$ cat src/rtl/ncsk_pkg.sv
package ncsk_pkg;

    // Internal fixed point: signed Q7.24 in 32 bits
    localparam int FIX_W = 32;
    localparam int FRAC_W = 24;
    localparam logic signed [63:0] FIX_ONE = 64'sd16777216;
    localparam logic signed [63:0] INT32_MAX = 64'sd2147483647;
    localparam logic signed [63:0] INT32_MIN = -64'sd2147483648;
    localparam int POS_W = 25;
    localparam int OUT_W = 18;
    localparam logic signed [OUT_W-1:0] OUT_MAX = 18'sd131071;
    localparam logic signed [OUT_W-1:0] OUT_MIN = -18'sd131072;

    // Reciprocal of 6 scaled by 2^37, rounded up; exact floor for inputs below 2^35
    localparam logic [34:0] DIV6_MAGIC = 35'd22906492246;

    typedef logic signed [FIX_W-1:0] fix_t;

    // Divider request and response between sequencer and divider
    typedef struct packed {
        logic              start;
        logic signed [63:0] num;
        logic signed [32:0] den;
    } div_req_t;

    typedef struct packed {
        logic               done;
        logic signed [63:0] quo;
    } div_rsp_t;

    // Saturate a wide value to 32 bits
    function automatic fix_t sat32(input logic signed [63:0] v);
        fix_t r;
        if (v > INT32_MAX)
            r = fix_t'(INT32_MAX[31:0]);
        else if (v < INT32_MIN)
            r = fix_t'(INT32_MIN[31:0]);
        else
            r = v[31:0];
        return r;
    endfunction

endpackage

$ cat src/rtl/ncsk_div.sv
// Restoring divider, one quotient bit per cycle, round to nearest with ties
// away from zero. Divide by zero gives zero.
module ncsk_div
(
    input  logic              clk,
    input  logic              rst_n,
    input  ncsk_pkg::div_req_t req,
    output ncsk_pkg::div_rsp_t rsp
);

    logic        busy_reg;
    logic [6:0]  cnt_reg;
    logic [63:0] rem_reg;
    logic [63:0] quo_reg;
    logic [63:0] den_reg;
    logic        neg_reg;
    logic        done_reg;
    logic [63:0] un;
    logic [63:0] ud;
    logic [64:0] trial;
    logic [63:0] q_signed;

    // Magnitudes with half the divisor added for rounding
    always_comb
    begin
        ud = req.den[32] ? 64'(-req.den) : 64'(req.den);
        un = req.num[63] ? (64'd0 - req.num) : req.num;
        un = un + (ud >> 1);
        trial = {rem_reg, quo_reg[63]} - {1'b0, den_reg};
        q_signed = neg_reg ? (64'd0 - quo_reg) : quo_reg;
    end

    always_ff @(posedge clk or negedge rst_n)
    begin
        if (!rst_n)
        begin
            busy_reg <= 1'b0;
            done_reg <= 1'b0;
            cnt_reg <= '0;
        end
        else
        begin
            done_reg <= 1'b0;
            if (req.start)
            begin
                busy_reg <= 1'b1;
                cnt_reg <= 7'd64;
            end
            else if (busy_reg)
            begin
                cnt_reg <= cnt_reg - 7'd1;
                if (cnt_reg == 7'd1)
                begin
                    busy_reg <= 1'b0;
                    done_reg <= 1'b1;
                end
            end
        end
    end

    // Shift one quotient bit per cycle
    always_ff @(posedge clk)
    begin
        if (req.start)
        begin
            rem_reg <= '0;
            quo_reg <= (ud == 64'd0) ? 64'd0 : un;
            den_reg <= (ud == 64'd0) ? 64'hFFFF_FFFF_FFFF_FFFF : ud;
            neg_reg <= req.num[63] ^ req.den[32];
        end
        else if (busy_reg)
        begin
            if (!trial[64])
            begin
                rem_reg <= trial[63:0];
                quo_reg <= {quo_reg[62:0], 1'b1};
            end
            else
            begin
                rem_reg <= {rem_reg[62:0], quo_reg[63]};
                quo_reg <= {quo_reg[62:0], 1'b0};
            end
        end
    end

    assign rsp.done = done_reg;
    assign rsp.quo = q_signed;

endmodule

$ cat config.mk
export PLATFORM = sky130hd
export DESIGN_NAME = ncsk_div
export DESIGN_NICKNAME = d
export VERILOG_FILES = /design/src/rtl/ncsk_pkg.sv /design/src/rtl/ncsk_div.sv
export SDC_FILE = /design/constraint.sdc
export NUM_CORES = 1
export LEC_CHECK = 0
export BUFFER_PORTS_ARGS = -buffer_cell sky130_fd_sc_hd__buf_2
export CORE_ASPECT_RATIO = 1.2
export CORE_MARGIN = 4
export CORE_UTILIZATION = 40
export DETAILED_ROUTE_END_ITERATION = 8
export HOLD_SLACK_MARGIN = 0.08
export PLACE_DENSITY = 0.69
export SETUP_SLACK_MARGIN = 0.4
export SLEW_MARGIN = 20
export SYNTH_ARGS = -nofsm -noshare
export SYNTH_HDL_FRONTEND = slang
export SYNTH_SLANG_ARGS = --single-unit
$ cat constraint.sdc
create_clock -name clk -period 3.9 [get_ports clk]
set_input_delay 0.78 -clock clk [delete_from_list [all_inputs] [get_ports clk]]
set_output_delay 0.78 -clock clk [all_outputs]
set_load 0.005 [all_outputs]
# Yosys cells after proc, flatten, opt, wreduce, memory -nomap -nowiden
# Cells that the tools add are included.
# W data, S select, Z words.
# totals
input_bits,100
ff_bits,202
elab_cells,33
# classes
n_eq_ne,1
n_reduce_logical,2
mux,16
add_sub_neg,6
bitwise_logic,1
# ops
operator,count
$mux W64,7
$sub A1 B64 Y64 const A,2
$sub A65 B64 Y65,1
$add A64 B63 Y64,1
$logic_not A64 Y1,1
$neg A33 Y64,1
$mux W7,2
$eq A7 B1 Y1 const B,1
$mux W1,7
$sub A7 B1 Y7 const B,1
$reduce_bool A2 Y1,1
$xor A1 B1 Y1,1

# Logic depth before layout (Yosys ltp)
# Gate-level depths: netlist (run 1).
# depth
depth_word,5
depth_mapped,26
ltp_nobuf,23

# Least setup slack after synthesis (run 1)
# OpenSTA, ideal clock, no wires.
# synth_timing
path_type,input -> register
from,in req[47] in the netlist's numbering
to,"reg quo_reg[61], data pin"
required_time_ps,3626
setup_slack_ps,-1757
path_stages,20
arrival_ps,5383
cell_sequence,or4_1 buf_2 or4_1 buf_2 or3_1 or3_1 clkbuf_1 o31ai_1 xnor2_1 ha_1 clkbuf_1 nand4_1 nor3_1 nand4_1 or4_1 o211a_4 o21ai_4 a31oi_2 a21oi_1 o221ai_1
# synth_between
elab_chain_len,5
# synth_rtl
item,line,text
from (decl),ncsk_div.sv:7,"input ncsk_pkg::div_req_t req,"
$sub A1 B64 Y64,ncsk_div.sv:27,un = req.num[63] ? (64'd0 - req.num) : req.num;
$mux W64 (*),ncsk_div.sv:27,
$add A64 B63 Y64 (*),ncsk_div.sv:28,un = un + (ud >> 1);
$mux W64 (*),ncsk_div.sv:67,quo_reg <= (ud == 64'd0) ? 64'd0 : un;
$mux W64 (*),ncsk_div.sv:64,if (req.start)
to (signal assigned),ncsk_div.sv:67,
to (signal assigned),ncsk_div.sv:76,"quo_reg <= {quo_reg[62:0], 1'b1};"
to (signal assigned),ncsk_div.sv:81,"quo_reg <= {quo_reg[62:0], 1'b0};"
to (decl),ncsk_div.sv:14,logic [63:0] quo_reg;
# Mark *: on every way between the ends. The rest lies on a longest branch, timed or not.
# A chain may end at the register's enable or synchronous reset.

# Worst setup path after layout (run 1)
# layout_timing
from,in req[6] in the netlist's numbering
to,"reg quo_reg[59], data pin"
# layout_between
elab_chain_len,5
# layout_rtl
item,line,text
$neg A33 Y64 (*),ncsk_div.sv:26,ud = req.den[32] ? 64'(-req.den) : 64'(req.den);
$mux W64 (*),ncsk_div.sv:26,
via ud[11],ncsk_div.sv:19,logic [63:0] ud;
$add A64 B63 Y64 / $logic_not A64 Y1 (equally long branches),"ncsk_div.sv:28, ncsk_div.sv:67",
$mux W64 (*),ncsk_div.sv:67,
$mux W64 (*),ncsk_div.sv:64,
# Mark *: on every way through the listed nets, which the timed path passes. The rest lies on a longest branch.

==> metrics.txt, run 1 <==
clk sinks 202; Routed WL 77980 um; Post-DP HPWL 55120 um; Syn Std Cell Area 19710 um^2; Clock Path Buffers 3; highest routed layer met4; DR vias 22.40k; final hold vios 0; area grow syn2layout 54.66%; Yosys Warn Count 0; Num CTS Buffers 24; post-route cell area 30480 um^2; DRC 0; clock latency on the worst-skew pair 0.55 ns; RSZ-0062 raised after global routing yes; Least-Margin Pin Slew 1.029 ns; clk_skew 0.01258 ns; worst hold slack 0.4957 ns; crit path time final 4.921 ns; CTS H-tree depth 1; dpl ws -1.830 ns; final setup fails 105; Setup TNS -42.31 ns; routed length per placed instance 20.20 um; most common flop cell mapped by yosys edfxtp_1; Register-to-Register Path Depth 21; IO Pins 165; grt ovf 0; pin count of the biggest net entering global routing 76; Max-slew headroom 0.3142; status finished with violations; Seq/Total Area, Yosys 0.2730; clock transition at the registers of the reported paths 0.06 ns; DR WL met3 4270 um; Post-synth EDFFs 129; Pleak 13.93 nW; I/O Buffers 164; root buffer cell clkbuf_16; cells after synthesis 2442; ys async rst share 0.04455; count of cell types in the netlist 96; post-synth top area share 0.1966; gpl congestion 0.9865; Simple-Gate Fraction of Synth Area 0.2022; Final ANT Viol Nets 0; Min-Delay Path Depth 2; Required @ worst endpoint 4.20 ns; Initial DRC Count 1658; Yosys reg bits 202; Die ar. 52890 um^2; Tot Pwr 14.62 mW; PD cells 479.7 nW/um^2; Tot GR Track Use 0.2737; Synth Area in XOR/XNOR 0.1198; row count 88; drt pass-1 iters 5; crit path max fanout 5; Synth Area in Compound Gates 0.2537; MaxCap Viol Count 0; placed insts 3661; Pins Over Slew Limit 0; met2 WL 39200 um; Final Net Count 3445; PnR worst setup slack -1.021 ns; Fmax 203.2 MHz; period utilization 1.262; Non-Filler Instances 3860; post-synthesis adder-cell area fraction 0.08585; HP Class register to register; Max VDD drop 326.6 uV; Die Wd 210.6 um; Worst EP arrival 5.22 ns; placed inst area 25330 um^2; Mapped Avg Cell Area 8.069 um^2; Util after Layout 0.6291; TritonCTS clock tree built; crit start category primary input; mux cell area share after synthesis 0.001587; largest cells by area after synthesis edfxtp_1, xnor2_1, ha_1; failing checks negative setup slack; vias in the first global route 22.33k; largest family of logic cells by synthesized area compound AO/OA/AOI/OAI gates; Core ar. 48450 um^2; M1 wire length 30520 um; Worst Setup End Kind register; Avg Vias per Cell 5.803; Initial Util 0.4067; filler cell count 3855; leading area contributor after synthesis edfxtp_1; Die H 251.1 um; first-pass GRT wire length 118800 um; antenna violations before repair 1; layout cells sized above 1 0.4141; Worst Path Class, Setup primary input to register
## layer usage
layer	vias up	track usage
met2	840	0.4910
met4	0	0.1121
met5	-	0
met3	237	0.03058
li1	10430	-
met1	10900	0.3327
## critical path: stages
cell and delay [ns]:
buf_6 0.09, or4_4 0.54, or3_4 0.44, o41ai_4 0.22, xor2_1 0.26, inv_1 0.11
ha_4 0.29, and3_4 0.17, and3b_1 0.21, o311ai_2 0.09, o211a_1 0.18, a211oi_2 0.18
a211oi_2 0.13, a2111o_1 0.47, buf_6 0.16, a21oi_4 0.21, a21oi_4 0.12, o21ai_2 0.19
a21oi_2 0.08, xnor2_1 0.12, a22o_1 0.17
## worst paths after layout
path	slack [ns]	to	from
worst max-delay path	-1.02	quo_reg[59]	req[6]
worst min-delay path	0.50	rem_reg[31]	rem_reg[30]
worst max register to register	0.04	rem_reg[9]	quo_reg[63]
worst min register to register	0.50	rem_reg[31]	rem_reg[30]
max in group asynchronous	3.08	busy_reg	rst_n
min in group asynchronous	0.63	cnt_reg[3]	rst_n
## area by class of cell
| class | count | area, um^2 | share of cell area |
|---|---|---|---|
| timing repair buffer | 832 | 6797 | 0.2230 |
| sequential | 202 | 5384 | 0.1767 |
| clock inverter | 13 | 150.1 | 0.004927 |
| inverter | 204 | 783.3 | 0.02570 |
| tap | 630 | 788.3 | 0.02587 |
| multi-input combinational | 1947 | 15900 | 0.5218 |
| clock buffer | 31 | 668.1 | 0.02192 |
| antenna | 1 | 2.502 | 0.00008211 |
## timing repair
| action | in CTS | in global routing |
|---|---|---|
| resized for setup | 326 | 260 |
| cloned | 16 | 6 |
| endpoints found under the hold margin | 9 | 0 |
| setup endpoints to repair | 233 | 243 |
| setup buffers | 89 | 42 |
| pin swaps | 161 | 160 |
| hold buffers | 1 | 0 |
## cells in the final DEF, fill, tap and decap left out, types with 26 or more instances in the layout
cell type / count
nor3_1: 28
nor2b_1: 26
o21ai_1: 34
a21oi_1: 94
buf_2: 155
inv_1: 158
o21ai_2: 30
nand2_2: 27
ha_1: 110
xor2_1: 65
a21oi_2: 29
inv_2: 42
o21ai_0: 57
nand2_1: 221
buf_4: 542
nor2_1: 136
nand3_1: 63
xnor2_2: 31
clkbuf_16: 30
edfxtp_1: 129
a21o_1: 89
xnor2_1: 158
dfxtp_1: 64
o31ai_1: 26
nand2b_1: 36
nand4_1: 36
conb_1: 31
buf_6: 96
a311oi_1: 34
## logic make-up (layout without fill, tap and decap cells)
logic type,Yosys count,in the layout
compound gates,702,702
xor+xnor,267,267
fa+ha+maj,134,134
flops,202,202
mux,3,3
simple gates,806,810
other cells,1,32
buf+inv,327,1080
## synth_stat cells (all sizes together), types with 37 or more instances
library cell	count
xnor2	194
a21oi	131
nand2	265
dfxtp	64
nand2b	44
clkbuf	101
edfxtp	129
a311oi	51
xor2	73
o21ai	129
a21o	90
inv	202
nor2	147
ha	132
nand3	76
nor3	39
o31ai	58
or3	37
## report_power, final
| part | total (mW) | switching, mW | internal, mW |
|---|---|---|---|
| sequential | 3.49 | 0.614 | 2.88 |
| combinational | 8.76 | 4.47 | 4.29 |
| clock | 2.37 | 0.960 | 1.41 |
No activity file was read; power rests on OpenSTA's default activity.
==> inputs of run 2 (changes only) <==
PLACE_DENSITY = 0.67   (was 0.69)
clock period = 5.44 ns   (was 3.9 ns; I/O delays follow)
==> run 2 against run 1 <==
  * The flow now finishes without violations
  * Clock skew grew 0.018 ns
  * Power is 41% lower
  * Register-to-register slack better by 0.64 ns
  * Setup slack better by 1.2 ns
  * Highest routed layer unchanged
==> metrics.txt, run 2 (synthesis results as in run 1) <==
Pins Over Slew Limit 0 (unchanged); TritonCTS clock tree built; Worst Setup End Kind register; gpl congestion 0.9531 (-3.4%); DRC 0 (unchanged); crit start category primary input; final setup fails 0 (-100%); Fmax 189.8 MHz; antenna violations before repair 0 (-1); footprint of the multi-input gates 14010 um^2 (-12%); most frequent cells in the layout buf_4, nand2_1, inv_1; MaxCap Viol Count 0 (unchanged); Initial DRC Count 1119 (-33%); Register-to-Register Path Depth 18 (-14%); Num CTS Buffers 25 (+4.2%); period utilization 0.9685; Die H 251.1 um (unchanged); Post-DP HPWL 50890 um (-7.7%); Core ar. 48450 um^2 (unchanged); crit path max fanout 5 (unchanged); Sequential cell area 5384 um^2 (unchanged); Tot Pwr 8.618 mW (-41%); HP Class primary input to asynchronous set/reset pin; RSZ-0062 raised after global routing yes; clock transition at the registers of the reported paths 0.06 ns (about the same); DR vias 20.11k (-10%); most common cell after layout, fill and taps aside buf_4; routed length per placed instance 18.48 um (-8.5%); I/O Buffers 164 (unchanged); grt ovf 0 (unchanged); first-pass GRT wire length 105000 um (-12%); root buffer cell clkbuf_16; antenna fix cells 0 (-1); placed inst area 23640 um^2 (-6.6%); Worst EP arrival 5.59 ns (+0.37 ns); drt pass-1 iters 5 (unchanged); Non-Filler Instances 3554 (-7.9%); Die Wd 210.6 um (unchanged); filler cell count 4571 (+19%); Util after Layout 0.5269 (-0.1021); Max VDD drop 245.5 uV (-25%); Initial Util 0.4067 (unchanged); CTS H-tree depth 1 (unchanged); Clock Path Buffers 3 (unchanged); status finished, final reports clean; crit path time final 5.269 ns; Worst Path Class, Setup primary input to register; largest stage delay on the critical path 0.52 ns (-0.02 ns); pin count of the biggest net entering global routing 78 (+2.6%); Die ar. 52890 um^2 (unchanged); Pleak 11.70 nW (-16%); Routed WL 65680 um (-16%); slowest CP cell or4_4; Required @ worst endpoint 5.76 ns (+1.56 ns); area grow syn2layout 29.54%; Tot GR Track Use 0.2380 (-0.03574); Final ANT Viol Nets 0 (unchanged); placed insts 3467 (-5.3%); Avg Vias per Cell 5.658 (-2.5%); final hold vios 0 (unchanged); clk_skew 0.03060 ns (+0.01802 ns); IO Pins 165 (unchanged); clk sinks 202 (unchanged); Least-Margin Pin Slew 1.059 ns (+0.03043 ns); clock latency on the worst-skew pair 0.56 ns (about the same); row count 88 (unchanged); PD cells 337.6 nW/um^2 (-30%); post-route cell area 25530 um^2 (-16%); Final Net Count 3139 (-8.9%); Max-slew headroom 0.2929 (-0.02131); vias in the first global route 20.21k (-9.5%); crit path cell chain buf_6 -> or4_4 -> or3_4 -> o41ai_4 -> xor2_1 -> inv_1 -> ha_4 -> and3_4 -> and3b_2 -> o311ai_2 -> o211a_1 -> a211oi_2 -> a211oi_2 -> buf_4 -> a2111o_1 -> buf_6 -> a21oi_4 -> a21oi_4 -> o21ai_2 -> a21oi_2 -> xnor2_1 -> a22o_1; Setup TNS 0 ns (+42.31 ns); layout cells sized above 1 0.2538 (-0.1603)
==> run 2: per-stage QoR <==
| step | hold WS [ns] | setup WS [ns] |
|---|---|---|
| 3_5_place_dp | 0.4912 | -0.6879 |
| 5_1_grt | 0.3511 | 0.02078 |
| 2_1_floorplan | 0.4645 | -0.5198 |
| 3_3_place_gp | 0.4818 | -0.5850 |
| 6_report | 0.3655 | 0.1713 |
| 4_1_cts | 0.3454 | 0.2179 |
==> run 2: worst max-delay path, delay by kind of cell <==
| family | cells | cell delay, ns |
|---|---|---|
| AO/OA/AOI/OAI | 11 | 1.98 |
| buffers and inverters | 4 | 0.51 |
| adder cells (fa/ha/maj) | 1 | 0.29 |
| AND/OR/NAND/NOR | 4 | 1.30 |
| XOR/XNOR | 2 | 0.39 |
==> run 2: what timing repair did <==
action / in CTS / in global routing
pin swaps: 64 / 65
endpoints found under the setup margin: 41 / 48
resized for setup: 86 / 59
buffers inserted: 23 / 18
hold buffers: 0 / 0
==> run 2: routing by layer <==
layer / GRT usage / share of wire
met5: 0 / 0
met4: 0.07615 / 0.036
met3: 0.02584 / 0.046
met2: 0.4358 / 0.51
met1: 0.2909 / 0.41
==> run 2: final cells by class <==
class | count | area share
clock buffers | 40 | 0.03191
well taps | 630 | 0.03088
multi-input cells | 1943 | 0.5488
clock inverters | 6 | 0.001519
flip-flops and latches | 202 | 0.2109
inverters | 204 | 0.03000
repair buffers | 529 | 0.1460
==> run 2: final timing paths <==
kind,slack (ns),from,to
worst min-delay path,0.37,rst_n,cnt_reg[0]
min in group clk,0.47,rem_reg[25],rem_reg[26]
worst max-delay path,0.17,req[6],quo_reg[59]
worst max register to register,0.68,quo_reg[63],rem_reg[11]
worst min register to register,0.47,rem_reg[25],rem_reg[26]
max in group asynchronous,4.87,rst_n,busy_reg
==> run 2: report_power, final <==
part           internal (mW)  total, mW  leakage (nW)  switching [mW]
Clock                   1.02       1.72         0.427           0.695
Combinational           2.01       4.43          9.31            2.42
Sequential              2.06       2.47          1.96           0.404
